### src/aat_pkg.sv
// Shared constants for the affine box transform pipeline.
package aat_pkg;

    // Default datapath widths
    localparam int COORD_WIDTH = 32;
    localparam int COEFF_WIDTH = 16;

    // Coefficients carry four integer bits
    localparam int COEFF_INT_BITS = 4;

    // Configuration register index codes
    localparam int CFG_IDX_W = 3;
    localparam logic [CFG_IDX_W-1:0] REG_ROW_X   = 3'd0;
    localparam logic [CFG_IDX_W-1:0] REG_ROW_Y   = 3'd1;
    localparam logic [CFG_IDX_W-1:0] REG_ROW_Z   = 3'd2;
    localparam logic [CFG_IDX_W-1:0] REG_SHIFT_X = 3'd3;
    localparam logic [CFG_IDX_W-1:0] REG_SHIFT_Y = 3'd4;
    localparam logic [CFG_IDX_W-1:0] REG_SHIFT_Z = 3'd5;

endpackage

### src/aat_round.sv
// Stage 4: floor the lower bound, ceil the upper bound, saturate; output register.
module aat_round #(
    parameter int COORD_WIDTH = aat_pkg::COORD_WIDTH,
    parameter int COEFF_WIDTH = aat_pkg::COEFF_WIDTH,
    parameter int SUM_W       = COORD_WIDTH + COEFF_WIDTH + 2
) (
    input  logic                          i_clk,
    input  logic                          i_rst_n,
    input  logic                          i_valid,
    output logic                          o_ready,
    input  logic signed [SUM_W-1:0]       i_sum [3][2],
    output logic                          o_valid,
    input  logic                          i_ready,
    output logic signed [COORD_WIDTH-1:0] o_res [3][2]
);
    localparam int FRAC = COEFF_WIDTH - aat_pkg::COEFF_INT_BITS;
    localparam logic signed [SUM_W-1:0] MAXV =
        {{(SUM_W-COORD_WIDTH+1){1'b0}}, {(COORD_WIDTH-1){1'b1}}};
    localparam logic signed [SUM_W-1:0] MINV = ~MAXV;
    localparam logic signed [SUM_W-1:0] BIAS = (SUM_W'(1) << FRAC) - SUM_W'(1);

    logic                          r_valid;
    logic signed [COORD_WIDTH-1:0] r_res [3][2];
    logic signed [COORD_WIDTH-1:0] n_res [3][2];
    logic signed [SUM_W-1:0]       rnd;

    assign o_ready = !r_valid || i_ready;

    // Round toward the outside of the box, then clamp to the coordinate range
    always_comb begin
        rnd = '0;
        for (int a = 0; a < 3; a++) begin
            for (int b = 0; b < 2; b++) begin
                if (b == 0) begin
                    rnd = i_sum[a][b] >>> FRAC;
                end else begin
                    rnd = (i_sum[a][b] + BIAS) >>> FRAC;
                end
                if (rnd > MAXV) begin
                    n_res[a][b] = MAXV[COORD_WIDTH-1:0];
                end else if (rnd < MINV) begin
                    n_res[a][b] = MINV[COORD_WIDTH-1:0];
                end else begin
                    n_res[a][b] = rnd[COORD_WIDTH-1:0];
                end
            end
        end
    end

    always_ff @(posedge i_clk) begin
        if (!i_rst_n) begin
            r_valid <= 1'b0;
        end else if (o_ready) begin
            r_valid <= i_valid;
        end
    end

    always_ff @(posedge i_clk) begin
        if (o_ready && i_valid) begin
            r_res <= n_res;
        end
    end

    assign o_valid = r_valid;
    assign o_res   = r_res;
endmodule

### config.mk
export PLATFORM = sky130hd
export DESIGN_NAME = aat_round
export DESIGN_NICKNAME = d
export VERILOG_FILES = /design/src/aat_pkg.sv /design/src/aat_round.sv
export SDC_FILE = /design/constraint.sdc
export NUM_CORES = 1
export LEC_CHECK = 0
export CAP_MARGIN = 15
export CORE_AREA = 4 4 191 193
export CTS_CLUSTER_SIZE = 12
export DETAILED_ROUTE_END_ITERATION = 12
export DIE_AREA = 0 0 195 197
export DONT_BUFFER_PORTS = 1
export PLACE_DENSITY = 0.5
export SLEW_MARGIN = 10
export SYNTH_ARGS = -nofsm -noshare
export SYNTH_HDL_FRONTEND = slang
export SYNTH_SLANG_ARGS = --single-unit
export TNS_END_PERCENT = 50
### constraint.sdc
create_clock -name i_clk -period 15.8 [get_ports i_clk]
set_input_delay 3.95 -clock i_clk [delete_from_list [all_inputs] [get_ports i_clk]]
set_output_delay 3.95 -clock i_clk [all_outputs]
set_load 0.01 [all_outputs]
# Yosys cells after proc, flatten, opt, wreduce, memory -nomap -nowiden
# Cells that the tools add are included.
# Widths: inputs -> output; s select.
totals:
  inputBits: 304
  regBits: 193
  out_inout_bits: 194
  word_cells: 31
op_classes:
  magnitude_cmp: 12
  n_mux: 6
  n_reduce_logical: 3
  addsub: 3
ops:
  columns: ["cell", "count"]
  rows:
  - ["$gt 38x32->1 const B", 6]
  - ["$lt 38x32->1 const B", 6]
  - ["$mux 32", 6]
  - ["$add 50x13->50 const B", 3]
  - ["$logic_and 1x1->1", 1]
  - ["$logic_not 1->1", 1]
  - ["$logic_or 1x1->1", 1]

# Depth between registers and ports, before layout
logic_depth:
  ltp_word: 3
  depth_mapped: 9
  mapped_depth_nobuf: 6

# Worst setup path after synthesis
# Ideal clock, no wire load.
synth_path:
  path_type: "input to register"
  from: "in i_ready"
  to: "reg r_res (netlist bit o_res[0]) (enable)"
  arrival_time_ns: 8.544
  required_ns: 15.223
  slack_ns: 6.679
  setup_time_ns: 0.577
  cell_stages: 2
  n_path_buf: 0
  cell_sequence: "nand2b_1 and2_1"
synth_between:
  elab_chain_len: 2
synth_lines:
  columns: ["item", "line_no", "source"]
  rows:
  - ["start, declared", "aat_round.sv:13", "input logic i_ready,"]
  - ["$logic_or 1x1->1", "aat_round.sv:27", "assign o_ready = !r_valid || i_ready;"]
  - ["$logic_and 1x1->1", "aat_round.sv:59", "if (o_ready && i_valid) begin"]
  - ["end signal, assigned", "aat_round.sv:60", "r_res <= n_res;"]
  - ["end, declared", "aat_round.sv:23", "logic signed [COORD_WIDTH-1:0] r_res [3][2];"]
# No other way between the ends.
# A chain may end at the register's enable or synchronous reset.

# Worst setup path after layout
layout_path:
  from: "in i_ready"
  to: "out o_ready"
layout_between:
  elab_chain_len: 1
layout_lines:
  columns: ["item", "line_no", "source"]
  rows:
  - ["$logic_or 1x1->1", "aat_round.sv:27", null]
  - ["end, declared", "aat_round.sv:10", "output logic o_ready,"]
# No other way between the ends.

==> out/metrics.csv <==
metric;value;unit
utilization;0.321;
diodes;0;
p_per_area;106;nW/µm²
areaGrowthSynthToFinish;10.5;%
crit_fanout;3;
crit_cells;1;
top_usage_layer;met2;
cts-htree-levels;4;
max_freq;0.124;GHz
cts_root_buffer;clkbuf_16;
synth_area_leaders;edfxtp_1 57%, xnor2_1 5.2%, o21a_1 4.6%;
crit_slowest_cell;nand2b_1;
slew_violations;0;
status;finished clean;
skew;0.0131;ns
postCtsSetupRepairBufs;0;
synth.distinct_cells;46;
synth_seq_area_share;0.576;
met1_usage;0.169;
syn_area_per_cell;11.7;µm²
synth-edff-count;192;
drcViolationCount;0;
die_y;197;µm
rows;68;
track_usage;0.150;
cts.clk_slew.worst_paths;0.06;ns
ioPinCount;498;
relSlewSlack;0.224;
worstSetupEndpointType;output port;
cp-start-kind;input port;
final_area;11100;µm²
cts_buffers;17;
maxCapViolations;0;
period_share;0.512;
peakVddDrop;71.5;µV
hpwlAfterDp;22900;µm
crit_family;simple AND/OR/NAND/NOR gates;
critical_path_buf_inv_count;0;
holdBufCountCts;0;
grt_max_degree;77;
instances_no_fill;1300;
post_cts_resized;0;
rsz0062_at_grt;no;
p_leak;3.45;nW
synth_nets;1165;
reg2regPathDepth;3;
arrival;4.14;ns
yosysWarnings;0;
hold_class;flip-flop to flip-flop;
setup_tns;0;ns
drt-total-wl;30300;µm
dr.pass1.iters;4;
grt-ovfl-total;0;
dieArea;38400;µm²
via_per_inst;5.23;
synthesis.area;10000;µm²
async_flop_share;0;
use_met3;0.0639;
path_class;input port to output port;
whs_path_depth;2;
ys_ff_latch;193;
cts_buffer_depth;2;
post-route-min-period;8.09;ns
layout-drive-gt1-share;0.0888;
clock_sinks;193;
tightest_slew;1.16;ns
portBuffers;0;
syn_inst;861;
path_cells;nand2b_1;
postRouteAntennaNets;0;
post_dp_cell_area;10500;µm²
setup_viol;0;
hold_viol;0;
grt_pass1_wl;43700;µm
required;11.85;ns
die_w;195;µm
dp_cells;1268;
coreArea;34500;µm²
nFillCells;3509;
cts_tree;yes;
clk_latency;0.45;ns
fin_nets;1136;
start_util;0.291;
num_vias;6794;
grt_pass1_vias;6627;
antenna_found_initial;0;
place_congestion;0.809;
synthFlopType;edfxtp_1;
synth_top_cell_by_area;edfxtp_1;
drt_iter0_markers;328;
synth_top_area_share;0.574;
max_stage_delay;0.19;ns
avgRoutedWirePerCell;23.3;µm
grt_use_met2;0.256;
==> flip-flops by register name, summed over array words and instances, names as in the netlist <==
signal	cells
o_valid	1
o_res	192
==> power by group <==
part / switching [mW] / total [mW] / internal [mW]
Combinational: 0.0552 / 0.0887 / 0.0335
Clock: 0.200 / 0.450 / 0.249
Sequential: 0.0358 / 0.644 / 0.608
Total: 0.291 / 1.18 / 0.891
==> cells by family after synthesis <==
logic type,after synthesis,share of synthesized area
buf+inv,70,0.0294
xor+xnor,98,0.0873
simple gates,263,0.142
compound gates,236,0.165
mux,1,0.00112
flops,193,0.576
==> cells in the final DEF, fill, tap and decap left out, drive strengths merged, types with 2 or more instances in the layout <==
| cell | n |
|---|---|
| and4 | 16 |
| xnor2 | 61 |
| clkbuf | 19 |
| or4 | 5 |
| buf | 9 |
| nand4bb | 2 |
| bufinv | 3 |
| o31ai | 3 |
| nand3 | 40 |
| o21ai | 66 |
| nor4 | 23 |
| or3 | 3 |
| and3 | 15 |
| xor2 | 37 |
| edfxtp | 192 |
| nand4 | 32 |
| o21a | 62 |
| a211oi | 31 |
| inv | 15 |
| a21o | 31 |
| clkinv | 7 |
| nor3 | 16 |
| nor2 | 59 |
| a31oi | 3 |
| nand2 | 41 |
| and2 | 5 |
| a21oi | 35 |
| nor4bb | 2 |
==> through the flow <==
step           setup slack, ns  hold slack, ns  power [mW]
2_1_floorplan             6.68           0.610       0.720
3_3_place_gp              7.71           0.728       0.745
3_5_place_dp              7.71           0.720       0.747
4_1_cts                   7.70           0.741        1.20
5_1_grt                   7.69           0.796        1.23
6_report                  7.71           0.743        1.18
==> metal layers <==
metal  routed length, µm  up-vias
li1                    -     3206
met1               11400     3265
met2               15500      301
met3                2900       22
met4                 519        0
met5                   0        -
==> final timing paths <==
kind / start / endpoint / slack, ns
max: i_ready / o_ready / 7.71
min: o_valid$_SDFFE_PN0N_ / o_valid$_SDFFE_PN0N_ / 0.74
max reg2reg: o_valid$_SDFFE_PN0N_ / o_res[108]$_SDFFCE_PN1P_ / 13.18
min reg2reg: o_valid$_SDFFE_PN0N_ / o_valid$_SDFFE_PN0N_ / 0.74
==> worst register-to-register path, delay by kind of cell, from the launching register on <==
family | cells | cell delay (ns)
AND/OR/NAND/NOR | 2 | 0.87
flip-flops | 1 | 0.38
buffers and inverters | 1 | 0.89
==> cell usage after synthesis (2+ instances only) <==
| library cell | n |
|---|---|
| nand4bb_1 | 2 |
| buf_6 | 3 |
| a31oi_1 | 2 |
| and2_1 | 5 |
| edfxtp_1 | 192 |
| nor3_1 | 16 |
| nor2_1 | 59 |
| nor4_1 | 22 |
| and3_1 | 15 |
| a21oi_1 | 35 |
| nand3_1 | 40 |
| a21o_1 | 31 |
| or3_1 | 3 |
| xnor2_1 | 60 |
| xor2_1 | 37 |
| o21a_1 | 62 |
| or4_1 | 5 |
| o21ai_0 | 62 |
| nand2_1 | 41 |
| and4_1 | 16 |
| clkbuf_1 | 48 |
| buf_2 | 5 |
| inv_1 | 13 |
| nor4bb_1 | 2 |
| o21ai_1 | 4 |
| nand4_1 | 32 |
| a211oi_1 | 11 |
| a211oi_2 | 20 |
==> cell type report <==
class                           instances  area, µm²  share of cell area
Tap cell                              455        569              0.0513
Clock inverter                         13        159              0.0143
Inverter                               13       48.8             0.00440
Clock buffer                           19        433              0.0390
Timing Repair Buffer                    9       67.6             0.00609
Sequential cell                       193       5790               0.521
Multi-Input combinational cell        598       4040               0.364
Power figures use the tool's default switching activity.
