**src/aat_pkg.sv**
```systemverilog
// Shared constants for the affine box transform pipeline.
package aat_pkg;

    // Default datapath widths
    localparam int COORD_WIDTH = 32;
    localparam int COEFF_WIDTH = 16;

    // Coefficients carry four integer bits
    localparam int COEFF_INT_BITS = 4;

    // Configuration register index codes
    localparam int CFG_IDX_W = 3;
    localparam logic [CFG_IDX_W-1:0] REG_ROW_X   = 3'd0;
    localparam logic [CFG_IDX_W-1:0] REG_ROW_Y   = 3'd1;
    localparam logic [CFG_IDX_W-1:0] REG_ROW_Z   = 3'd2;
    localparam logic [CFG_IDX_W-1:0] REG_SHIFT_X = 3'd3;
    localparam logic [CFG_IDX_W-1:0] REG_SHIFT_Y = 3'd4;
    localparam logic [CFG_IDX_W-1:0] REG_SHIFT_Z = 3'd5;

endpackage

```
**src/aat_sum.sv**
```systemverilog
// Stage 3: add the three products and the scaled translation per bound.
module aat_sum #(
    parameter int COORD_WIDTH = aat_pkg::COORD_WIDTH,
    parameter int COEFF_WIDTH = aat_pkg::COEFF_WIDTH,
    parameter int PROD_W      = COORD_WIDTH + COEFF_WIDTH,
    parameter int SUM_W       = PROD_W + 2
) (
    input  logic                          i_clk,
    input  logic                          i_rst_n,
    input  logic                          i_valid,
    output logic                          o_ready,
    input  logic signed [PROD_W-1:0]      i_prod [3][2][3],
    input  logic signed [COORD_WIDTH-1:0] i_shift [3],
    output logic                          o_valid,
    input  logic                          i_ready,
    output logic signed [SUM_W-1:0]       o_sum [3][2]
);
    localparam int FRAC = COEFF_WIDTH - aat_pkg::COEFF_INT_BITS;

    logic                    r_valid;
    logic signed [SUM_W-1:0] r_sum [3][2];
    logic signed [SUM_W-1:0] n_sum [3][2];

    assign o_ready = !r_valid || i_ready;

    // Exact sum in coefficient-fraction units
    always_comb begin
        for (int a = 0; a < 3; a++) begin
            for (int b = 0; b < 2; b++) begin
                n_sum[a][b] = SUM_W'(i_prod[a][b][0]) + SUM_W'(i_prod[a][b][1])
                            + SUM_W'(i_prod[a][b][2]) + (SUM_W'(i_shift[a]) <<< FRAC);
            end
        end
    end

    always_ff @(posedge i_clk) begin
        if (!i_rst_n) begin
            r_valid <= 1'b0;
        end else if (o_ready) begin
            r_valid <= i_valid;
        end
    end

    always_ff @(posedge i_clk) begin
        if (o_ready && i_valid) begin
            r_sum <= n_sum;
        end
    end

    assign o_valid = r_valid;
    assign o_sum   = r_sum;
endmodule

```
**config.mk**
```make
export PLATFORM = sky130hd
export DESIGN_NAME = aat_sum
export DESIGN_NICKNAME = d
export VERILOG_FILES = /design/src/aat_pkg.sv /design/src/aat_sum.sv
export SDC_FILE = /design/constraint.sdc
export NUM_CORES = 2
export LEC_CHECK = 0
export ABC_AREA = 1
export BUFFER_PORTS_ARGS = -buffer_cell sky130_fd_sc_hd__buf_2
export CAP_MARGIN = 20
export CORE_AREA = 2 2 494 496
export DETAILED_ROUTE_END_ITERATION = 10
export DIE_AREA = 0 0 496 498
export GPL_ROUTABILITY_DRIVEN = 0
export GPL_TIMING_DRIVEN = 0
export HOLD_SLACK_MARGIN = 0.05
export PLACE_DENSITY = 0.41
export RECOVER_POWER = 50
export SLEW_MARGIN = 20
export SYNTH_ARGS = -nofsm -noshare
export SYNTH_HDL_FRONTEND = slang
export SYNTH_SLANG_ARGS = --single-unit
export TNS_END_PERCENT = 10
```
**constraint.sdc**
```tcl
create_clock -name i_clk -period 16.7 [get_ports i_clk]
set_input_delay 0.835 -clock i_clk [delete_from_list [all_inputs] [get_ports i_clk]]
set_output_delay 0.835 -clock i_clk [all_outputs]
set_load 0.02 [all_outputs]
```
### After elaboration in Yosys (flattened, before gate mapping)

Index checks and enable logic that the tools add are counted.

| word-level totals | value |
|---|---|
| output and inout port bits | 302 |
| latch bits | 0 |
| bits in writable memories | 0 |
| input port bits | 964 |
| register bits | 301 |
| memories | 0 |
| word-level logic and storage cells | 28 |
| memory bits (read-only) | 0 |

| operators by class | value |
|---|---|
| bitwise gates (word level) | 0 |
| div/mod/pow operators | 0 |
| muxes and demuxes | 0 |
| add/subtract/negate cells | 18 |
| magnitude comparators | 0 |
| eq/ne operators | 0 |
| multipliers | 0 |
| reduce and logical (&&, ||, !) cells | 3 |
| shift operators | 0 |

Operators by type and width:

| cell | number |
|---|---|
| $add 49x48->50 | 6 |
| $add 50x44->50 | 6 |
| $add 48x48->49 | 6 |
| $logic_and 1x1->1 | 1 |
| $logic_not 1->1 | 1 |
| $logic_or 1x1->1 | 1 |

### Longest topological paths before layout

| logic depth | value |
|---|---|
| depth in word-level cells | 3 |
| gate-level depth with buffers | 17 |
| mapped depth without buffers | 17 |

### Worst setup path after synthesis

Ideal clock, no wire load.

| path | value |
|---|---|
| path kind | input to register |
| start | input i_valid |
| end | register r_sum, in the netlist o_sum[0], enable pin |
| library setup time | 1063 ps |
| required time | 15637 ps |
| stages on the path | 2 |
| path slack | 389 ps |
| buffers on the path | 0 |
| arrival time | 15248 ps |
| cells stage by stage | inv_1 > a21oi_1 |

| on the way | value |
|---|---|
| word-level cells in the longest chain between the ends | 1 |

RTL lines:

| item | line | RTL |
|---|---|---|
| from (decl) | aat_sum.sv:10 | `input logic i_valid,` |
| $logic_and 1x1->1 | aat_sum.sv:45 | `if (o_ready && i_valid) begin` |
| to (signal assigned) | aat_sum.sv:46 | `r_sum <= n_sum;` |
| to (decl) | aat_sum.sv:21 | `logic signed [SUM_W-1:0] r_sum [3][2];` |

Every way passes these cells.
A chain may end at the register's enable or synchronous reset.

### Worst setup path after layout

| path | value |
|---|---|
| start | register r_valid, in the netlist o_valid |
| end | register r_sum, in the netlist o_sum[141], enable pin |

| on the way | value |
|---|---|
| word-level cells in the longest chain between the ends | 3 |

RTL lines:

| item | line | RTL |
|---|---|---|
| from (decl) | aat_sum.sv:20 | `logic r_valid;` |
| from (signal assigned) | aat_sum.sv:40 | `r_valid <= i_valid;` |
| $logic_not 1->1 | aat_sum.sv:24 | `assign o_ready = !r_valid \|\| i_ready;` |
| $logic_or 1x1->1 | aat_sum.sv:24 |  |
| $logic_and 1x1->1 | aat_sum.sv:45 |  |

Every way passes these cells.

==> results.md <==
* Crit path time final at 6031 ps
* Flop-to-flop setup slack at 10670 ps
* Main synth FF type: edfxtp_1
* Compound-Gate Fraction of Synth Area at 0.02298
* EDFF count, synth at 300
* Reg-to-Reg End: o_sum[141]
* Cell variety after synth at 27
* Clk root buf: clkbuf_16
* Post-synth ARST share at 0
* Slew @ Worst Pin at 1350 ps
* Area delta synth->final at 23.26%
* Syn nets at 9543
* Initial antenna violation count at 13
* Max VDD drop at 0.00008325 V
* Hold_sp: i_rst_n
* Post-place setup slack at 12020 ps
* DRT antenna net count at 0
* DRT Wirelength at 227800 microns
* Final Worst Setup Slack at 10670 ps
* Final nets at 10880
* DR vias/cell at 3.982
* Yosys warns at 0
* Critical Path RT at 17050 ps
* Worst Clk Skew at 24.46 ps
* Final period util at 0.3611
* Largest net degree at the start of global routing at 25
* Critical Path AT at 6380 ps
* Synth Area in Simple Gates at 0.2772
* Avg Cell Area, Syn at 6.570 sq um
* WL per Instance at 18.53 microns
* Post-synth top area share at 0.2038
* First-pass GRT wire length at 326500 microns
* Clock latency on the worst-skew pair at 660 ps
* Min-Delay Endpoint: o_valid
* Post-Syn Area at 50690 sq um
* Mux share of post-synthesis cell area at 0
* Share of layout cells above drive strength 1 at 0.1464
* Power, Total at 7704 uW
* Pleak at 0.03750 uW
* Peak fanout along the critical path at 20
* RSZ-0062 raised after global routing: false
* XOR/XNOR Fraction of Synth Area at 0.02695
* Number of cell rows at 181
* IO buf count at 1265
* Register area share after synthesis at 0.1781
* CP Launch Type: flip-flop
* Clock sink count at 301
* IO Count at 1266
* DRT iter0 DRCs at 3133
* Power per Cell Area at 123.3 nW/um^2
* Vias in the first global route at 50850
* #FFs+latches synth at 301
* Post-DP HPWL at 208900 microns
* Clock Path Buffers at 3
* Synth Area in Adders at 0.2897
* Top-count cell post-synth: inv_1
* Setup CP Type: reg -> reg
* Fin. Hold Viols at 0
* Hold Path Depth at 2
* Top cells by area, synth: fa_1, inv_1, nand2_1, edfxtp_1, ha_1
* Setup violators final at 0
* Core Area at 241900 sq um
* Relative slew slack at 0.09984
* # hold bufs at CTS at 0
* TritonCTS clock tree: built
* Max Freq at 0.1658 GHz
* Gr usage total at 0.1804
* R2R Path Start: o_valid
* Synth top cells by count: inv_1, nand2_1, fa_1, nor2_1, ha_1
* Starting Density at 0.2096
* Status: completed
* Clock transition at path regs at 60 ps
* Fin Setup TNS at 0 ps
* H-tree Lvls at 2
* Number of setup buffers added after CTS at 0
* Post-CTS resize count at 0
* Via count at 48960
* Hold Path Class: in -> reg
* Total CTS buffers at 46
* Die area at 247000 sq um
* Main combinational cell family by area after synthesis: adder cells
* Fin. max-slew vios at 0
* DRC errors left at 0
* Drt first pass iters at 6
* CP Capture Type: flip-flop
* Reg2reg path depth at 8
* Die H at 498 microns
* Total grt overflow at 0
* Die Width at 496 microns
* Post-synthesis cell count at 7715
* Cell taking the most area after synthesis: fa_1
* Max-cap violations at 0
-- per-layer routing --
| layer | wire (microns) | vias to the layer above | global-route usage |
|---|---|---|---|
| met3 | 11510 | 276 | 0.02138 |
| met5 | 13 | - | 0 |
| li1 | - | 24520 | - |
| met2 | 109900 | 1617 | 0.3163 |
| met4 | 12140 | 2 | 0.08249 |
| met1 | 94280 | 22540 | 0.2186 |
-- logic make-up (layout without fill, tap and decap cells) --
group | Yosys count | count (layout)
XOR/XNOR | 156 | 156
adder cells (fa/ha/maj) | 864 | 864
AND/OR/NAND/NOR | 3414 | 3414
AO/OA/AOI/OAI | 211 | 211
buffers and inverters | 2769 | 4140
other | 0 | 7
flip-flops | 301 | 301
-- placed cells by master, fill, tap and decap left out --
cell type / n
inv_1: 2742
nand2_1: 2449
buf_2: 1025
fa_1: 516
nor2_1: 455
ha_1: 348
edfxtp_1: 300
clkbuf_1: 262
nand3_1: 223
a21oi_1: 167
xor2_1: 150
nor2_2: 100
clkbuf_16: 49
nand4_1: 47
nand3_2: 40
inv_2: 27
nand2_2: 26
o21bai_1: 26
nor3_1: 24
nor3_2: 12
nor4_1: 12
nand3b_1: 11
nor2_4: 10
clkinv_2: 8
diode_2: 7
a21o_1: 6
a31oi_1: 6
xnor2_1: 6
clkinv_4: 6
buf_16: 6
and2_4: 5
a21oi_2: 5
inv_6: 5
clkinv_1: 4
bufinv_16: 3
clkinvlp_4: 3
a21boi_0: 1
dfxtp_1: 1
-- area by class of cell --
class	count	area (sq um)
fillers	27600	179400
multi-input cells	4645	31270
clock buffers	57	1256
inverters	2769	10390
clock inverters	29	264.0
repair buffers	1285	6248
well taps	3202	4006
diodes	7	17.52
flip-flops and latches	301	9029
-- through the flow --
stage | utilization | cell area [sq um] | hold WS, ps | instances
after floorplan | - | 50690 | 729.5 | 7715
after global placement | 0.2523 | 61030 | 484.5 | 12180
after detailed placement | 0.2546 | 61590 | 543.0 | 12200
after CTS | 0.2609 | 63110 | 349.6 | 12290
after global routing | 0.2583 | 62480 | 397.7 | 12290
final | 0.2583 | 62480 | 441.5 | 12300
-- state kept, by name, summed over array words and instances, names as in the netlist --
signal and cells:
o_valid 1, o_sum 300
-- power by group --
group | switching [uW] | internal (uW) | total, uW
Combinational | 3690 | 1580 | 5270
Clock | 453 | 585 | 1040
Sequential | 119 | 1280 | 1400
Total | 4260 | 3440 | 7700
-- critical path: stages (launching register included) --
cell	delay, ps
dfxtp_1	320
a21oi_1	540
clkbuf_1	840
clkbuf_1	890
clkbuf_1	880
clkbuf_1	920
clkbuf_1	850
buf_16	250
buf_16	180
-- worst max path at each step --
stage                  to  slack (ps)  cells after the start         from
5_1_grt        o_sum[137]       10210                      8      o_valid
3_5_place_dp   o_sum[298]       12020                     14  i_shift[95]
4_1_cts        o_sum[298]       12770                     14  i_shift[95]
3_3_place_gp   o_sum[150]      -12240                      3      i_valid
6_report       o_sum[141]       10670                      8      o_valid
2_1_floorplan    o_sum[0]         390                      2      i_valid
Power figures use the tool's default switching activity.
