### config.mk
export PLATFORM = sky130hd
export DESIGN_NAME = aat_sort
export DESIGN_NICKNAME = d
export VERILOG_FILES = /design/src/aat_pkg.sv /design/src/aat_sort.sv
export SDC_FILE = /design/constraint.sdc
export NUM_CORES = 1
export LEC_CHECK = 0
export ABC_AREA = 1
export BUFFER_PORTS_ARGS = -buffer_cell sky130_fd_sc_hd__buf_4
export CAP_MARGIN = 20
export CORE_MARGIN = 2
export CORE_UTILIZATION = 53
export CTS_BUF_LIST = sky130_fd_sc_hd__clkbuf_4
export DETAILED_ROUTE_END_ITERATION = 7
export PLACE_DENSITY_LB_ADDON = 0.1
export SYNTH_ARGS = -nofsm -noshare
export SYNTH_HDL_FRONTEND = slang
export SYNTH_SLANG_ARGS = --single-unit
### constraint.sdc
create_clock -name i_clk -period 16.66 [get_ports i_clk]
set_clock_uncertainty 0.1 [all_clocks]
set_input_delay 3.332 -clock i_clk [delete_from_list [all_inputs] [get_ports i_clk]]
set_output_delay 3.332 -clock i_clk [all_outputs]
set_load 0.02 [all_outputs]
### src/aat_pkg.sv
// Shared constants for the affine box transform pipeline.
package aat_pkg;

    // Default datapath widths
    localparam int COORD_WIDTH = 32;
    localparam int COEFF_WIDTH = 16;

    // Coefficients carry four integer bits
    localparam int COEFF_INT_BITS = 4;

    // Configuration register index codes
    localparam int CFG_IDX_W = 3;
    localparam logic [CFG_IDX_W-1:0] REG_ROW_X   = 3'd0;
    localparam logic [CFG_IDX_W-1:0] REG_ROW_Y   = 3'd1;
    localparam logic [CFG_IDX_W-1:0] REG_ROW_Z   = 3'd2;
    localparam logic [CFG_IDX_W-1:0] REG_SHIFT_X = 3'd3;
    localparam logic [CFG_IDX_W-1:0] REG_SHIFT_Y = 3'd4;
    localparam logic [CFG_IDX_W-1:0] REG_SHIFT_Z = 3'd5;

endpackage

### src/aat_sort.sv
// Stage 1: order each min/max pair so swapped bounds span the same box.
module aat_sort #(
    parameter int COORD_WIDTH = aat_pkg::COORD_WIDTH
) (
    input  logic                          i_clk,
    input  logic                          i_rst_n,
    input  logic                          i_valid,
    output logic                          o_ready,
    input  logic signed [COORD_WIDTH-1:0] i_lo [3],
    input  logic signed [COORD_WIDTH-1:0] i_hi [3],
    output logic                          o_valid,
    input  logic                          i_ready,
    output logic signed [COORD_WIDTH-1:0] o_lo [3],
    output logic signed [COORD_WIDTH-1:0] o_hi [3]
);
    logic                          r_valid;
    logic signed [COORD_WIDTH-1:0] r_lo [3];
    logic signed [COORD_WIDTH-1:0] r_hi [3];
    logic signed [COORD_WIDTH-1:0] n_lo [3];
    logic signed [COORD_WIDTH-1:0] n_hi [3];

    assign o_ready = !r_valid || i_ready;

    // Per-axis compare and swap
    always_comb begin
        for (int j = 0; j < 3; j++) begin
            if (i_lo[j] < i_hi[j]) begin
                n_lo[j] = i_lo[j];
                n_hi[j] = i_hi[j];
            end else begin
                n_lo[j] = i_hi[j];
                n_hi[j] = i_lo[j];
            end
        end
    end

    always_ff @(posedge i_clk) begin
        if (!i_rst_n) begin
            r_valid <= 1'b0;
        end else if (o_ready) begin
            r_valid <= i_valid;
        end
    end

    always_ff @(posedge i_clk) begin
        if (o_ready && i_valid) begin
            r_lo <= n_lo;
            r_hi <= n_hi;
        end
    end

    assign o_valid = r_valid;
    assign o_lo    = r_lo;
    assign o_hi    = r_hi;
endmodule

* Word level (Yosys, flattened, before mapping)
Cells that the tools add are included. W data, S select, Z words.
Word-level totals: input bits 196, output and inout bits 194, logic and storage cells 19, bits in registers 193
Operators by class: mux-type cells 6, magnitude comparators 3, reductions and logical operators 3
Operator list (count):
- $mux W32 | 6
- $lt A32 B32 Y1 | 3
- $logic_and A1 B1 Y1 | 1
- $logic_not A1 Y1 | 1
- $logic_or A1 B1 Y1 | 1

* Longest topological paths before layout
Gate-level depths: netlist of run 1.
depth in word-level cells 3, gate-level depth with buffers 16, depth with buffers taken out 15

* Worst setup path after synthesis of run 1
OpenSTA, ideal clock, no wires.
kind input port to flip-flop, from in i_valid, to reg r_hi, in the netlist o_hi[0] (enable), buffers on the path 0, stages 2, data required time 15.752 ns, arrival 12.589 ns, setup slack 3.163 ns, setup time 0.808 ns, cell sequence inv_1 > a21oi_1
Between the ends: longest elaborated chain between the ends 1
RTL lines:
- start, declared | RTL line aat_sort.sv:7 | input logic i_valid,
- $logic_and A1 B1 Y1 | RTL line aat_sort.sv:46 | if (o_ready && i_valid) begin
- end signal, assigned | RTL line aat_sort.sv:48 | r_hi <= n_hi;
- end, declared | RTL line aat_sort.sv:18 | logic signed [COORD_WIDTH-1:0] r_hi [3];
No other way between the ends. A chain may end at the register's enable or synchronous reset.

* Final worst setup path of run 1
from in i_ready, to out o_ready
Between the ends: longest elaborated chain between the ends 1
RTL lines:
- start, declared | RTL line aat_sort.sv:12 | input logic i_ready,
- $logic_or A1 B1 Y1 | RTL line aat_sort.sv:22 | assign o_ready = !r_valid || i_ready;
- end, declared | RTL line aat_sort.sv:8 | output logic o_ready,
No other way between the ends.

==> results of run 1 <==
==> placed cells by master, fill, tap and decap left out, types with 5 or more instances in the layout <==
master / count
a21oi_1: 44
buf_4: 396
clkbuf_4: 18
edfxtp_1: 192
ha_1: 93
inv_1: 122
nand2_1: 277
nand2_2: 5
nand2_4: 5
nand3_1: 379
nand3_2: 6
nor2_1: 29
nor3_1: 6
o21ai_0: 15
==> cell families after synthesis <==
logic type	count (synthesis)	share of synthesized area [%]
AO/OA/AOI/OAI	65	2.94
adder cells (fa/ha/maj)	93	10.1
AND/OR/NAND/NOR	711	28.2
buffers and inverters	194	8.47
flip-flops	193	50.3
==> worst register-to-register path: stages, from the launching register on <==
cell and delay, ns:
dfxtp_1 0.38, a21oi_4 0.19, buf_12 0.55
==> area by class of cell <==
type,count,area (sq um)
Fill cell,1718,6470
Sequential cell,193,5790
Multi-Input combinational cell,869,4760
Timing Repair Buffer,399,3030
Inverter,122,458
Tap cell,275,344
Clock inverter,13,160
Clock buffer,18,135
Antenna cell,2,5.00
==> power by group through the flow <==
| stage | logic, W | registers, W | clock network [W] |
|---|---|---|---|
| after global routing | 0.000478 | 0.000630 | 0.000293 |
| final | 0.000433 | 0.000625 | 0.000271 |
| after floorplan | 0.000200 | 0.000712 | 0 |
| after detailed placement | 0.000431 | 0.000637 | 0 |
| after CTS | 0.000432 | 0.000626 | 0.000275 |
| after global placement | 0.000419 | 0.000635 | 0 |
==> registers in the layout (all words and copies together), names as in the netlist <==
signal and count:
o_hi 96, o_valid 1, o_lo 96
==> synth_stat cells, drive strengths merged <==
library cell  number  area share, %
a21boi             1          0.065
a21oi             47            2.1
buf               72            4.5
dfxtp              1           0.17
edfxtp           192             50
ha                93             10
inv              122            4.0
nand2            287            9.8
nand3            385             17
nand4              3           0.16
nor2              30            1.0
nor3               6           0.26
o21a               1          0.065
o21ai             16           0.70
==> stage by stage <==
step                      std cells  total power, W  hold WS, ns  area, sq um  utilization [%]
final                          1891         0.00133        0.480        14700             69.4
after floorplan                1256        0.000912        0.629        11500                -
after CTS                      1887         0.00133        0.482        14600             69.2
after detailed placement       1856         0.00107        0.462        14300             67.8
after global placement         1856         0.00105        0.444        14300             67.8
after global routing           1891         0.00140        0.496        14700             69.4
==> layer usage <==
layer  part of all wire [%]  global-route usage, %  vias up
met1                     36                   33.6     4852
met2                     49                   47.2      487
met5                      0                      0        -
li1                       -                      -     5045
met4                    3.6                   11.1        0
met3                     11                   9.28       60
==> path summary, 6_finish.rpt <==
check | from | to | slack, ns | cells after the start
hold / removal | o_valid | o_valid | 0.48 | 2
setup / recovery | i_ready | o_ready | 9.45 | 4
hold reg to reg | o_valid | o_valid | 0.48 | 2
setup reg to reg | o_valid | o_hi[67] | 14.84 | 2
==> metrics, run 1 <==
min Tclk post-route just over 7 ns; Max IR drop VDD a little under 0.06 mV; sequential area share after synthesis around half; Skew-Pair Late Insertion Delay approximately 0.56 ns; drt via density roughly 5.5; Die ar. 22,900 sq um; Die W roughly 150 microns; Worst EP arrival approximately 3.8 ns; share of cells above drive strength 1 between 20% and 30%; I/O pins 390; num rows 53; Cell Chain, Critical Path buf_4, inv_1, nand2_1, buf_4; CP dominant cell by count buf_4; Synth warnings 0; cell family with most CP delay buffers and inverters; GRT Util Overall between 20% and 30%; Mapped Nets around 1,500; Root Driver clkbuf_4; Final GP Congestion about 0.82; Peak Freq around 140 MHz; clock share of power 20.4%; core area between 20,000 and 25,000 sq um; Sw Ratio around a third; Worst-path clk slew 0.15 ns; crit path max-delay cell type buf_4; number of gates resized after cts 0; Syn Area/Cell 9.15 sq um; fin worst setup slack ~9.5 ns; routed length per instance about 17 microns; RSZ-0062 raised after global routing no; part of the power in registers 47.0%; startpoint types input port; antenna violations before repair 2; first-pass GRT wire length approximately 50 mm; total gr overflow 0; number of clock sinks slightly below 200; die height between 150 and 200 microns; share of total power in combinational logic between 30% and 40%; max-cap viol count 0; H-Tree Depth 4; setup_tns 0 ns; Starting Density between 50% and 60%; Crit path buffers/inverters 3; Setup-failing EPs final 0; Power Internal 0.000881 W; DR vias ~10,000; post-CTS setup buffer count 0; cell count after synthesis 1,256; relative slew slack a little over a third; WP data required around 13 ns; Port-buffer cells just under 400; Tightest Hold Check Type reg -> reg; hpwl dp approximately 24 mm; status finished, final reports clean; Max clock buf depth 2; routed wire length between 30 and 40 mm; vias in the first global route a little under 10,000; post-synthesis sequential element count between 150 and 200; post-synthesis instance area between 10,000 and 15,000 sq um; CP max FO 2; synth unique cells 22; period utilisation layout between 40% and 50%; Routed Antenna Nets 0; Worst Setup End Kind output port; total iterations of the first detailed-routing run 6; DP Worst Slack approximately 9.5 ns; hold_buf cts 0; initial DRC count slightly below 800; CP Class in -> out; CTS tree done; NetSw approximately 0.00045 W; NumNets Final approximately 1,900; largest net degree at the start of global routing about 160; layout overhead on the synthesized area 27.7%; Fin. Hold Viols 0; max-slew violation count 0; Static Leakage 7.39 nW; Remaining DRCs 0; Tightest Pin Transition 0.952 ns; CTS Buf Count 17; max incr delay on CP 0.16 ns; PwrDens slightly above 90 nW/um^2
(Power assumes the default switching activity.)
==> run 2: changes to the inputs <==
==> constraint.sdc (replaced) <==
create_clock -name i_clk -period 7.2 [get_ports i_clk]
set_clock_uncertainty 0.1 [all_clocks]
set_input_delay 1.44 -clock i_clk [delete_from_list [all_inputs] [get_ports i_clk]]
set_output_delay 1.44 -clock i_clk [all_outputs]
set_load 0.02 [all_outputs]
==> run 2 against run 1 <==
Effect of this change:
- utilization up 0.14 points
- first-iteration DRC count down 3.1%
- worst setup slack worse by 5.9 ns
- combinational power up 130%
- sequential cell count unchanged
- sequential share of layout area down 0.077 points
- critical path type is now in -> reg
- critical endpoint is now o_hi[70]
==> metrics, run 2 (synthesized netlist as in run 1, its figures left out) <==
period utilisation layout 50.6%; min Tclk post-route 3.64 ns; WP data required 7.43 ns (was 13.23 ns); Worst-path clk slew 0.16 ns (was 0.15 ns); clock share of power 21.3% (was 20.4%); Skew-Pair Late Insertion Delay 0.59 ns (was 0.56 ns); total iterations of the first detailed-routing run 5 (was 6); Pwr Total 0.00312 W (was 0.00133 W); RSZ-0062 raised after global routing no (unchanged); core area 21,200 sq um (unchanged); hold_ws 0.482 ns (was 0.480 ns); Placed Instances 1,855 (was 1,856); routed wire length 33.1 mm (was 32.8 mm); largest net degree at the start of global routing 193 (was 158); initial DRC count 754 (was 778); CP Class in -> reg (was in -> out); max-slew violation count 0 (unchanged); Final GP Congestion 0.827 (was 0.817); Remaining DRCs 0 (unchanged); status finished, final reports clean (unchanged); # fillers 1,680 (was 1,718); hold_buf cts 0 (unchanged); CP max FO 32 (was 2); max incr delay on CP 0.57 ns (was 0.16 ns); Die W 151 microns (unchanged); GRT Util Overall 28.2% (about the same); Cell Chain, Critical Path buf_4, inv_1, ha_1, a21oi_1, o21ai_0, nand2_1, nand3_1, a21oi_1, nand3_2, buf_4, nand3_1, nand2_1 (was buf_4, inv_1, nand2_1, buf_4); hpwl dp 23.8 mm (was 23.7 mm); H-Tree Depth 4 (unchanged); die height 151 microns (unchanged); NumNets Final 1,890 (was 1,891); post-CTS setup buffer count 0 (unchanged); most frequent cells in the layout 395 x buf_4, 379 x nand3_1, 277 x nand2_1 (was 396 x buf_4, 379 x nand3_1, 277 x nand2_1); antenna violations before repair 1 (was 2); number of gates resized after cts 0 (unchanged); Max IR drop VDD 0.134 mV (was 0.0582 mV); Peak Freq ~270 MHz; first-pass GRT wire length 50.1 mm (was 50.2 mm); Fin. Hold Viols 0 (unchanged); Power Internal 0.00208 W (was 0.000881 W); share of total power in combinational logic 32.2% (was 32.6%); Worst EP arrival 3.88 ns (was 3.78 ns); DR vias 10,387 (was 10,444); part of the power in registers 46.5% (was 47.0%); Port-buffer cells 389 (unchanged); Routed Antenna Nets 0 (unchanged); Die ar. 22,900 sq um (unchanged); CTS tree done (unchanged); setup_tns 0 ns (unchanged); max-cap viol count 0 (unchanged); num rows 53 (unchanged); CTS Buf Count 17 (unchanged); Starting Density 54.4% (unchanged); I/O pins 390 (unchanged); Crit path buffers/inverters 3 (unchanged); Worst Setup End Kind register (was output port); fin cells 1,890 (was 1,891); startpoint types input port (unchanged); share of cells above drive strength 1 27.7% (was 27.8%); routed length per instance 17.5 microns (was 17.3 microns); commonest non-fill, non-tap cell in the layout buf_4 (unchanged); relative slew slack 18.0% (was 36.6%); Tightest Hold Check Type reg -> reg (unchanged); layout overhead on the synthesized area 27.9% (was 27.7%); Setup-failing EPs final 0 (unchanged); cell family with most CP delay simple AND/OR/NAND/NOR gates (was buffers and inverters); Root Driver clkbuf_4 (unchanged); total gr overflow 0 (unchanged); Static Leakage 7.42 nW (was 7.39 nW); DP Worst Slack 2.96 ns (was 9.45 ns); Sw Ratio 33.2% (was 33.8%); Tightest Pin Transition 1.23 ns (was 0.952 ns); Max clock buf depth 2 (unchanged); crit path max-delay cell type nand3_2 (was buf_4); vias in the first global route 9,798 (was 9,831); number of clock sinks 193 (unchanged); PwrDens 212 nW/um^2 (was 90.6 nW/um^2); drt via density 5.50 (was 5.52); fin worst setup slack 3.56 ns (was 9.45 ns); NetSw 0.00104 W (was 0.000449 W)
[run 2: cell types whose count changed in the layout (fill, tap and decap cells not counted)]
cell	previous run	this run
inv_6	3	2
clkbuf_4	18	19
clkinv_1	1	3
bufinv_16	3	4
buf_4	396	395
buf_16	0	1
clkinv_4	0	4
clkinv_2	2	0
diode_2	2	1
clkinvlp_4	4	0
buf_12	3	2
[run 2: power by group through the flow]
stage | clock network (W) | logic, W | registers, W
floorplan | 0 | 0.000463 | 0.00163
global placement | 0 | 0.000968 | 0.00147
detailed placement | 0 | 0.000995 | 0.00147
CTS | 0.000677 | 0.000998 | 0.00145
global route | 0.000712 | 0.00111 | 0.00146
finish | 0.000664 | 0.00100 | 0.00145
[run 2: final timing paths]
path / slack, ns / endpoint / depth (start not counted) / from
worst max-delay path: 3.56 / o_hi[70] / 12 / i_hi[91]
worst min-delay path: 0.48 / o_valid / 2 / o_valid
worst max register to register: 5.19 / o_hi[92] / 2 / o_valid
worst min register to register: 0.48 / o_valid / 2 / o_valid
[run 2: per-layer routing]
metal / vias to the layer above / wire length (microns) / GRT usage (%)
li1: 5046 / - / -
met1: 4777 / 12200 / 33.8
met2: 490 / 15900 / 47.1
met3: 74 / 3580 / 8.07
met4: 0 / 1430 / 12.8
met5: - / 0 / 0
[run 2: layout make-up]
| cell class | instances | area (sq um) | share of cell area [%] |
|---|---|---|---|
| diodes | 1 | 2.50 | 0.0170 |
| well taps | 275 | 344 | 2.34 |
| repair buffers | 398 | 3030 | 20.6 |
| clock buffers | 19 | 143 | 0.970 |
| clock inverters | 13 | 184 | 1.25 |
| multi-input cells | 869 | 4760 | 32.4 |
| inverters | 122 | 458 | 3.11 |
| flip-flops and latches | 193 | 5790 | 39.3 |
[run 2: worst min-delay path, stage by stage (launching register included)]
cell	delay, ns
dfxtp_1	0.38
nand2_1	0.10
a21boi_0	0.07
[run 2: per-stage QoR]
step | cell area [sq um] | util (%)
floorplan | 11500 | -
global placement | 14300 | 67.8
detailed placement | 14300 | 67.8
CTS | 14700 | 69.3
global route | 14700 | 69.5
finish | 14700 | 69.5
