<file path="config.mk">
export PLATFORM = sky130hd
export DESIGN_NAME = aat_cfg_regs
export DESIGN_NICKNAME = d
export VERILOG_FILES = /design/src/aat_pkg.sv /design/src/aat_cfg_regs.sv
export SDC_FILE = /design/constraint.sdc
export NUM_CORES = 1
export LEC_CHECK = 0
export BUFFER_PORTS_ARGS = -buffer_cell sky130_fd_sc_hd__buf_2
export CORE_ASPECT_RATIO = 0.7
export CORE_MARGIN = 1
export CORE_UTILIZATION = 47
export DETAILED_ROUTE_END_ITERATION = 6
export PLACE_DENSITY = 0.78
export SYNTH_ARGS = -nofsm -noshare
export SYNTH_HDL_FRONTEND = slang
export SYNTH_SLANG_ARGS = --single-unit
</file>
<file path="constraint.sdc">
create_clock -name i_clk -period 12.7 [get_ports i_clk]
set_input_delay 0.635 -clock i_clk [delete_from_list [all_inputs] [get_ports i_clk]]
set_output_delay 0.635 -clock i_clk [all_outputs]
set_load 0.01 [all_outputs]
</file>
<file path="src/aat_pkg.sv">
// Shared constants for the affine box transform pipeline.
package aat_pkg;

    // Default datapath widths
    localparam int COORD_WIDTH = 32;
    localparam int COEFF_WIDTH = 16;

    // Coefficients carry four integer bits
    localparam int COEFF_INT_BITS = 4;

    // Configuration register index codes
    localparam int CFG_IDX_W = 3;
    localparam logic [CFG_IDX_W-1:0] REG_ROW_X   = 3'd0;
    localparam logic [CFG_IDX_W-1:0] REG_ROW_Y   = 3'd1;
    localparam logic [CFG_IDX_W-1:0] REG_ROW_Z   = 3'd2;
    localparam logic [CFG_IDX_W-1:0] REG_SHIFT_X = 3'd3;
    localparam logic [CFG_IDX_W-1:0] REG_SHIFT_Y = 3'd4;
    localparam logic [CFG_IDX_W-1:0] REG_SHIFT_Z = 3'd5;

endpackage

</file>
<file path="src/aat_cfg_regs.sv">
// Transform configuration registers: three coefficient rows and a translation.
module aat_cfg_regs #(
    parameter int COORD_WIDTH = aat_pkg::COORD_WIDTH,
    parameter int COEFF_WIDTH = aat_pkg::COEFF_WIDTH,
    parameter int CFG_W       = 3 * COEFF_WIDTH
) (
    input  logic                              i_clk,
    input  logic                              i_rst_n,
    input  logic                              i_cfg_we,
    input  logic [aat_pkg::CFG_IDX_W-1:0]     i_cfg_idx,
    input  logic [CFG_W-1:0]                  i_cfg_data,
    output logic signed [COEFF_WIDTH-1:0]     o_coef [3][3],
    output logic signed [COORD_WIDTH-1:0]     o_shift [3]
);
    localparam int ROW_W = 3 * COEFF_WIDTH;
    localparam logic [COEFF_WIDTH-1:0] ONE =
        COEFF_WIDTH'(1) << (COEFF_WIDTH - aat_pkg::COEFF_INT_BITS);

    logic [ROW_W-1:0]       r_row [3];
    logic [COORD_WIDTH-1:0] r_shift [3];

    // Register writes; reset loads the identity transform
    always_ff @(posedge i_clk) begin
        if (!i_rst_n) begin
            r_row[0]   <= ROW_W'(ONE);
            r_row[1]   <= ROW_W'(ONE) << COEFF_WIDTH;
            r_row[2]   <= ROW_W'(ONE) << (2 * COEFF_WIDTH);
            r_shift[0] <= '0;
            r_shift[1] <= '0;
            r_shift[2] <= '0;
        end else if (i_cfg_we) begin
            case (i_cfg_idx)
                aat_pkg::REG_ROW_X:   r_row[0]   <= i_cfg_data[ROW_W-1:0];
                aat_pkg::REG_ROW_Y:   r_row[1]   <= i_cfg_data[ROW_W-1:0];
                aat_pkg::REG_ROW_Z:   r_row[2]   <= i_cfg_data[ROW_W-1:0];
                aat_pkg::REG_SHIFT_X: r_shift[0] <= i_cfg_data[COORD_WIDTH-1:0];
                aat_pkg::REG_SHIFT_Y: r_shift[1] <= i_cfg_data[COORD_WIDTH-1:0];
                aat_pkg::REG_SHIFT_Z: r_shift[2] <= i_cfg_data[COORD_WIDTH-1:0];
                default: ; // unknown index: ignored
            endcase
        end
    end

    // Unpack rows into coefficients (input x in the low field)
    for (genvar a = 0; a < 3; a++) begin : g_axis
        for (genvar j = 0; j < 3; j++) begin : g_col
            assign o_coef[a][j] = $signed(r_row[a][j*COEFF_WIDTH +: COEFF_WIDTH]);
        end
        assign o_shift[a] = $signed(r_shift[a]);
    end
endmodule

</file>
# Word level (Yosys, flattened, before mapping)
# Memory sizes are Yosys's and may differ from the RTL's.
# Cells that the tools add are included.
# word_totals
regBits	0
mem_bits_rw	240
memories	2
# memory_table
memory	words	word_bits	read_ports	rd_clocked_by_memory_dff	wr	line	source
r_row	3	48	3	0	3	aat_cfg_regs.sv:19	logic [ROW_W-1:0] r_row [3];
r_shift	3	32	3	0	3	aat_cfg_regs.sv:20	logic [COORD_WIDTH-1:0] r_shift [3];
# op_classes
n_eq_ne	5
muxes	31
bitwise	6
reduce_logical	1
# ops
op	n
2-to-1 mux 48 bit	3
2-to-1 mux 32 bit	3
2-to-1 mux 1 bit	25
== test 3 x 2 -> 1 bit, second input constant	2
== test 3 bit, second input constant	2
bitwise OR 1 bit	6
== test 3 x 1 -> 1 bit, second input constant	1
zero test 3 bit	1

# Longest topological paths before layout
# Gate-level depths: netlist (run 1).
# logic_depth
depth_word	6
mapped_depth	5

# Worst setup path after synthesis (run 1)
# OpenSTA, ideal clock, no wires.
# synth_timing
path_type	input to register
startpoint	input port i_cfg_idx[2] (netlist bit)
endpoint	memory r_row[0][48] (netlist bit), enable pin
t_arrival_ns	4.654
required_time_ns	12.180
path_slack_ns	7.526
stages	3
n_path_buf	1
path_cell_list	buf_2 > or3b_2 > o21ai_0
# synth_rtl
element	line	source
start: declaration	aat_cfg_regs.sv:10	input logic [aat_pkg::CFG_IDX_W-1:0] i_cfg_idx,
end: declaration	aat_cfg_regs.sv:19	

==> flow_summary.json, run 1 <==
{
  "status": "complete, no violations",
  "postCtsSetupBuffers": 0,
  "nFillCells": 1262,
  "cap_violations": 0,
  "routed_via_density": 5.36,
  "start_util": 0.485,
  "n_antenna_cell": 0,
  "portBuffers": 293,
  "total_leakage_power_nw": 4.07,
  "period_needed_ns": 2.89,
  "ctsHoldBuffers": 0,
  "grt_start_max_net_pins": 57,
  "cts_buffer_depth": 3,
  "core_mm2": 0.0173,
  "rows": 40,
  "final_nets": 749,
  "synth.yosys.seq_area_share": 0.861,
  "cts_root_buf": "clkbuf_16",
  "vias": 5040,
  "path_class": "in -> reg",
  "fin_hold_ws_ns": 0.433,
  "cts_sinks": 240,
  "synthTopCellsByArea": "edfxtp_1 (86%), nor4b_2 (3.2%), nor4b_1 (2.9%)",
  "cts_repair_resize_count": 0,
  "setup_viol": 0,
  "synth_cell_types": 20,
  "finalWirelength_mm": 21.1,
  "cp.required_ns": 12.88,
  "worstMarginPinSlew_ns": 1.22,
  "synth_area_per_cell_um2": 20.8,
  "clkTransAtPathRegs_ns": 0.06,
  "gp_congestion": 0.814,
  "combPwrFrac": 0.091,
  "rsz0062_at_grt": "false",
  "hold_violations": 0,
  "power_w": 0.00174,
  "cp-start-kind": "input port",
  "clkPwrFrac": 0.363,
  "syn_nets": 456,
  "cts_tree": "done",
  "synth_top_area_frac": 0.861,
  "grt_usage": 0.224,
  "grt_overflow": 0,
  "dp_hpwl_mm": 13.9,
  "num_io_pins": 294,
  "synth_area_leader_cell": "edfxtp_1",
  "grt_pass1_wl_mm": 30.3,
  "firstDrtPassIters": 5,
  "worst_setup_path_end_kind": "flip-flop",
  "initialDrtViolationCount": 388,
  "netlist_area_mm2": 0.00837,
  "switching_share": 0.231,
  "period_share": 0.228,
  "drc": 0,
  "hold_path_class": "in -> reg",
  "drtAntennaViolNets": 0,
  "maxSlewViolCount": 0,
  "p_int_w": 0.00134,
  "p_seq_frac": 0.546,
  "path_max_fanout": 36,
  "wl_per_cell_um": 22.4,
  "p_sw_w": 0.000401,
  "slew_headroom": 0.183,
  "powerDensity_mw_per_mm2": 162,
  "ir_drop_mv": 0.102,
  "fmax_ghz": 0.346,
  "arrival_ns": 3.06,
  "ys_ff_latch": 240,
  "h-tree-depth": 1,
  "antenna_found_initial": 0,
  "first_global_vias": 5070,
  "tns_ns": 0,
  "die_w_um": 161,
  "die-area_mm2": 0.0183,
  "cts_buffers": 23,
  "die_height_um": 114,
  "ys_warn_count": 0,
  "layout-drive-gt1-share": 0.508,
  "synthToLayoutAreaGrowth_pct": 28.7,
  "synthCells": 402
}
==> registers in the layout, indices dropped and copies added, names as in the netlist <==
register / flops
r_row: 144
r_shift: 96
==> Yosys cell counts <==
| master | count |
|---|---|
| clkbuf_1 | 15 |
| buf_2 | 8 |
| nor4b_2 | 18 |
| nand2b_1 | 3 |
| nor4b_1 | 28 |
| inv_1 | 1 |
| and2_4 | 1 |
| nand2_2 | 1 |
| nor4b_4 | 2 |
| edfxtp_1 | 240 |
| nand3_1 | 32 |
| nand2_1 | 1 |
| a21oi_1 | 32 |
| o21ai_0 | 6 |
| buf_4 | 1 |
| buf_6 | 4 |
| or4_1 | 3 |
| or3b_2 | 1 |
| buf_1 | 3 |
| nand3b_1 | 2 |
==> layout make-up <==
type,instances,area [um2],share of cell area
sequential,240,7210,0.669
timing repair buffer,299,1510,0.140
multi-input combinational,130,1070,0.0991
clock buffer,24,579,0.0538
tap,231,289,0.0268
clock inverter,16,115,0.0107
inverter,1,3.75,0.000348
==> critical path, cell delays in order <==
cell	delay, ns
buf_2	0.59
or3b_2	0.57
o21ai_4	0.82
buf_4	0.43
==> final timing paths <==
check / from / endpoint / depth (start not counted) / slack [ns]
worst max-delay path: i_cfg_we / r_row[0][51] / 4 / 9.81
worst min-delay path: i_cfg_data[44] / r_row[0][140] / 2 / 0.43
==> cells in the final DEF (no fill, tap or decap), types with 2 or more instances in the layout <==
master / count
nand3b_1: 2
clkinv_2: 5
a21oi_1: 32
nor4b_2: 18
buf_2: 293
buf_4: 6
clkinv_1: 7
clkbuf_16: 23
nor4b_1: 28
nor4b_4: 2
o21ai_4: 6
edfxtp_1: 240
or4_1: 3
nand2b_1: 2
nand3_1: 32
==> kinds of logic after synthesis <==
kind of cell | after synthesis | synth area share
DFF | 240 | 0.861
and+or+nand+nor | 92 | 0.0964
AOI/OAI and AO/OA | 38 | 0.0227
buffers and inverters | 32 | 0.0196
==> power groups by stage <==
stage	registers, W	clock network (W)	logic (W)
finish	0.000950	0.000631	0.000159
global route	0.000955	0.000668	0.000169
CTS	0.000951	0.000639	0.000161
detailed placement	0.000967	0	0.000160
global placement	0.000965	0	0.000158
floorplan	0.00100	0	0.0000389
==> per-layer routing <==
metal  vias to the layer above  wire length [um]  track usage
li1                       2210                 -            -
met5                         -                 0            0
met4                         0               417       0.0528
met2                       323              9900        0.366
met1                      2472              8310        0.293
met3                        35              2470       0.0753
==> metrics by stage <==
stage | utilization | instances | worst slack, ns | instance area, um2
after CTS | 0.624 | 941 | 9.75 | 10800
final | 0.624 | 941 | 9.81 | 10800
after global routing | 0.624 | 941 | 9.65 | 10800
after floorplan | - | 402 | 7.53 | 8370
after global placement | 0.584 | 901 | 9.34 | 10100
after detailed placement | 0.584 | 901 | 9.25 | 10100
Power figures use the tool's default switching activity.
==> inputs of run 2 (changes only) <==
- clock period: 12.7 -> 3 ns (I/O delays scaled with it)
==> run 2 against run 1 <==
Net effect:
- worst setup slack got worse by 8.3 ns
- count of clock-buffer cells in the layout increased by 6
- power increased to 4.3 times the previous value
- combinational power increased to 4.3 times the previous value
- final cell count increased by 0.96%
- first-iteration DRC count increased by 0.52%
- final area increased by 1.1%
- worst hold slack got worse by 0.39 ns
- global-route usage increased by 0.69 points
- critical endpoint is now r_shift[0][46]
- highest routed layer unchanged
==> flow_summary.json, run 2 (synthesis results as in run 1) <==
{
  "cts_tree": "done",
  "regMostFlops": "r_row",
  "die_w_um": 161,
  "cap_violations": 0,
  "routed_via_density": 5.46,
  "nFillCells": 1252,
  "powerDensity_mw_per_mm2": 681,
  "grt_usage": 0.231,
  "ir_drop_mv": 0.340,
  "fin_hold_ws_ns": 0.0396,
  "die_height_um": 114,
  "maxSlewViolCount": 0,
  "post-place-cells": 908,
  "path_max_fanout": 17,
  "grt_pass1_wl_mm": 31.1,
  "first_global_vias": 5134,
  "period_share": 0.487,
  "gp_congestion": 0.867,
  "drc": 0,
  "cts_root_buf": "clkbuf_16",
  "h-tree-depth": 1,
  "min_path_cells": 2,
  "reg_top3": "r_row x144, r_shift x96",
  "cts_sinks": 240,
  "finalWirelength_mm": 21.7,
  "worst_setup_path_end_kind": "flip-flop",
  "synthToLayoutAreaGrowth_pct": 30.1,
  "drtAntennaViolNets": 0,
  "fin_util": 0.631,
  "cts_repair_resize_count": 0,
  "layout-drive-gt1-share": 0.506,
  "total_leakage_power_nw": 4.12,
  "cts_buffer_depth": 3,
  "slew_headroom": 0.459,
  "finalInstanceArea_mm2": 0.0109,
  "final_nets": 757,
  "path_class": "in -> reg",
  "clkTransAtPathRegs_ns": 0.06,
  "firstDrtPassIters": 5,
  "period_needed_ns": 1.46,
  "seq_area_mm2": 0.00721,
  "cts_buffers": 22,
  "setup_viol": 0,
  "largest_register_ffs": 144,
  "vias": 5190,
  "portBuffers": 293,
  "cp-start-kind": "input port",
  "rows": 40,
  "dpl_cell_area_mm2": 0.0102,
  "multi_input_area_mm2": 0.00107,
  "worstMarginPinSlew_ns": 0.808,
  "cp.required_ns": 3.17,
  "final_common_cell": "buf_2",
  "rsz0062_at_grt": "false",
  "hold_violations": 0,
  "n_antenna_cell": 0,
  "wl_per_cell_um": 22.8,
  "status": "complete, no violations",
  "num_io_pins": 294,
  "antenna_found_initial": 0,
  "initialDrtViolationCount": 390,
  "arrival_ns": 1.63,
  "core_mm2": 0.0173,
  "grt_start_max_net_pins": 52,
  "die-area_mm2": 0.0183,
  "fmax_ghz": 0.684,
  "grt_overflow": 0,
  "hold_path_class": "in -> reg",
  "dp_hpwl_mm": 14.9,
  "final_cell_mix": "buf_2 (293), edfxtp_1 (240), nand3_1 (32), a21oi_1 (32), nor4b_1 (28)",
  "start_util": 0.485,
  "tns_ns": 0,
  "layout.cells.non_filler": 950
}
-- run 2: cell types whose count changed in the layout (fill, tap and decap cells not counted), moves of 2 or more --
cell	change
buf_12	+3
buf_4	+4
clkbuf_1	+6
clkinv_1	-2
clkinv_2	-3
dlygate4sd3_1	+2
-- run 2: what timing repair did --
item,CTS,global route
buffers inserted,0,0
hold endpoints to repair,2,0
hold buffers,2,0
-- run 2: power breakdown --
group,internal [W],switching (W),leakage (nW)
registers,0.00395,0.0000796,2.32
logic,0.000238,0.000452,1.46
clock network,0.00158,0.00112,0.336
-- run 2: metrics by stage --
| stage | total power [W] | setup WS (ns) |
|---|---|---|
| finish | 0.00742 | 1.54 |
| CTS | 0.00747 | 1.55 |
| global placement | 0.00477 | 1.10 |
| detailed placement | 0.00479 | 1.03 |
| floorplan | 0.00440 | -0.399 |
| global route | 0.00763 | 1.49 |
-- run 2: worst paths after layout --
kind	startpoint	to	slack [ns]
worst min-delay path	i_cfg_data[12]	r_row[0][12]	0.04
worst max-delay path	i_cfg_idx[2]	r_shift[0][46]	1.54
-- run 2: layout make-up --
class / count / share of cell area
Clock buffer: 30 / 0.0553
Clock inverter: 10 / 0.00885
Inverter: 1 / 0.000345
Multi-Input combinational cell: 130 / 0.0980
Sequential cell: 240 / 0.662
Tap cell: 231 / 0.0265
Timing Repair Buffer: 308 / 0.149
-- run 2: routing by layer --
metal	wire [um]	track usage	share of wire
met5	0	0	0
met2	10500	0.388	0.48
met3	2460	0.0764	0.11
met4	359	0.0509	0.017
met1	8360	0.295	0.39
-- run 2: worst max-delay path: stages --
cell and delay [ns]:
buf_2 0.26, nand3b_1 0.23, o21ai_4 0.58, buf_4 0.39
==> inputs of run 3 (changes only) <==
- ABC_AREA: default -> 1
- CORE_UTILIZATION: 47 -> 44
- PLACE_DENSITY: 0.78 -> 0.77
- clock period: 3 -> 1.15 ns (I/O delays scaled with it)
==> run 3 against run 2 <==
Net effect:
- combinational power grew to 2.7 times the previous value
- worst setup slack lost 1.5 ns
- synthesized cell count rose by 1.7%
- sequential share of layout area shrank 2.4 points
- first-iteration DRC count is 12% lower
- via count decreased by 5.8%
- area after synthesis fell by 4.3%
- sequential cell count is the same
- routed wire length down 7.3%
==> flow_summary.json, run 3 <==
{
  "dp_hpwl_mm": 13.5,
  "synthToLayoutAreaGrowth_pct": 41.1,
  "cts_sinks": 240,
  "finalWirelength_mm": 20.1,
  "nFillCells": 1217,
  "portBuffers": 293,
  "max_stage_delay_ns": 0.41,
  "combPwrFrac": 0.097,
  "cp-start-kind": "flip-flop",
  "h-tree-depth": 1,
  "antenna_found_initial": 0,
  "gp_congestion": 0.824,
  "ys_ff_latch": 240,
  "worst_setup_path_end_kind": "primary output",
  "cts_buffer_depth": 3,
  "cts_buffers": 22,
  "fmax_ghz": 0.892,
  "rsz0062_at_grt": "true",
  "rows": 40,
  "synth.most_common_cell": "edfxtp_1",
  "cp.required_ns": 1.09,
  "firstDrtPassIters": 5,
  "switching_share": 0.220,
  "cpMaxStageDelayCell": "edfxtp_1",
  "reg_top3": "r_row x144, r_shift x96",
  "seq_area_mm2": 0.00721,
  "cts_root_buf": "clkbuf_16",
  "synth_area_leader_cell": "edfxtp_1",
  "final_common_cell": "buf_2",
  "synth_top_area_frac": 0.900,
  "path_class": "reg -> out",
  "maxSlewViolCount": 0,
  "core_mm2": 0.0175,
  "period_share": 0.975,
  "synth-edff-count": 240,
  "finalInstanceArea_mm2": 0.0113,
  "worst_slack_ns": 0.0289,
  "worstPathCellList": "buf_2",
  "status": "complete, no violations",
  "clkPwrFrac": 0.363,
  "grt_overflow": 0,
  "synthTopCellsByArea": "edfxtp_1 (90%), inv_1 (2.5%), a21oi_1 (2.0%)",
  "largest_register_ffs": 144,
  "dpl_cell_area_mm2": 0.0101,
  "die_w_um": 163,
  "vias": 4891,
  "regMostFlops": "r_row",
  "synth_area_per_cell_um2": 19.6,
  "grt_start_max_net_pins": 23,
  "synthArstFlopShare": 0,
  "p_seq_frac": 0.539,
  "routed_via_density": 4.74,
  "hold_violations": 0,
  "final_cell_mix": "buf_2 (293), edfxtp_1 (240), inv_1 (53)",
  "syn_nets": 463,
  "synth.yosys.seq_area_share": 0.900,
  "netlist_area_mm2": 0.00801,
  "start_util": 0.459,
  "preCtsSetupSlack_ns": -0.0684,
  "cpLargestDelayFamily": "flip-flops",
  "synthCells": 409,
  "ys_warn_count": 0,
  "cap_violations": 0,
  "worstMarginPinSlew_ns": 0.304,
  "n_antenna_cell": 0,
  "hold_path_class": "in -> reg",
  "die-area_mm2": 0.0188,
  "first_global_vias": 4979,
  "layout.cells.non_filler": 1032,
  "num_io_pins": 294,
  "yosys-top-cells-count": "edfxtp_1 (240), inv_1 (53), nor2_1 (40), a21oi_1 (32), nand2_1 (16)",
  "cp.buffers_inverters": 1,
  "initialDrtViolationCount": 342,
  "arrival_ns": 1.06,
  "post-place-cells": 946,
  "powerDensity_mw_per_mm2": 1720,
  "synth_cell_types": 13,
  "slew_headroom": 0.797,
  "drc": 0,
  "ir_drop_mv": 1.15,
  "p_int_w": 0.0152,
  "grt_pass1_wl_mm": 28.8,
  "period_needed_ns": 1.12,
  "grt_usage": 0.209,
  "layout-drive-gt1-share": 0.459,
  "clkTransAtPathRegs_ns": 0.06,
  "setup_viol": 0,
  "multi_input_area_um2": 556,
  "drtAntennaViolNets": 0,
  "p_sw_w": 0.00428,
  "ys.flop_type": "edfxtp_1",
  "wl_per_cell_um": 19.5,
  "final_nets": 840,
  "postCtsSetupBuffers": 0,
  "die_height_um": 115,
  "path_max_fanout": 1,
  "cts_tree": "done",
  "total_leakage_power_nw": 4.75
}
## run 3: cell types whose count changed after synthesis, sizes merged, moves of 6 or more
cell    previous run  this run
clkbuf            15         0
o21ai              6         0
nor2               0        51
nand2              2        16
nor4b             48         0
nand3             32         3
inv                1        54
## run 3: path summary, 6_finish.rpt
path	start	end	cells after the start
max	r_shift[0][32]	o_shift[32]	1
min	i_cfg_data[4]	r_shift[0][36]	3
## run 3: kinds of logic after synthesis
family,Yosys count,synth area share
DFF,240,0.900
AOI/OAI and AO/OA,32,0.0200
buffers and inverters,66,0.0353
and+or+nand+nor,71,0.0450
## run 3: area by class of cell
type | instances | area share
sequential | 240 | 0.638
timing repair buffer | 365 | 0.208
clock buffer | 25 | 0.0516
multi-input combinational | 103 | 0.0491
tap | 231 | 0.0256
inverter | 54 | 0.0179
clock inverter | 14 | 0.0104
## run 3: power groups by stage
stage / logic [W] / clock network (W) / registers, W
2_1_floorplan: 0.000318 / 0 / 0.0110
3_3_place_gp: 0.00176 / 0 / 0.0106
3_5_place_dp: 0.00178 / 0 / 0.0107
4_1_cts: 0.00190 / 0.00718 / 0.0105
5_1_grt: 0.00202 / 0.00752 / 0.0105
6_report: 0.00189 / 0.00706 / 0.0105
## run 3: metal layers
layer  GRT usage  part of all wire
met5           0                 0
met4      0.0511             0.019
met3      0.0541             0.099
met2       0.365              0.51
met1       0.262              0.37
## run 3: metrics by stage
stage	utilization	setup TNS [ns]	hold slack, ns	power (W)
after global placement	0.580	-2.04	0.356	0.0124
after detailed placement	0.580	-4.39	0.364	0.0124
final	0.647	0	0.0270	0.0194
after floorplan	-	0	0.249	0.0113
after global routing	0.647	-0.00673	0.0308	0.0201
after CTS	0.647	-0.00741	0.00178	0.0196
## run 3: repair_timing
| action | CTS | global route |
|---|---|---|
| hold endpoints to repair | 222 | 0 |
| gates resized for setup | 0 | 0 |
| gates cloned | 0 | 0 |
| endpoints found under the setup margin | 1 | 4 |
| hold buffers | 47 | 0 |
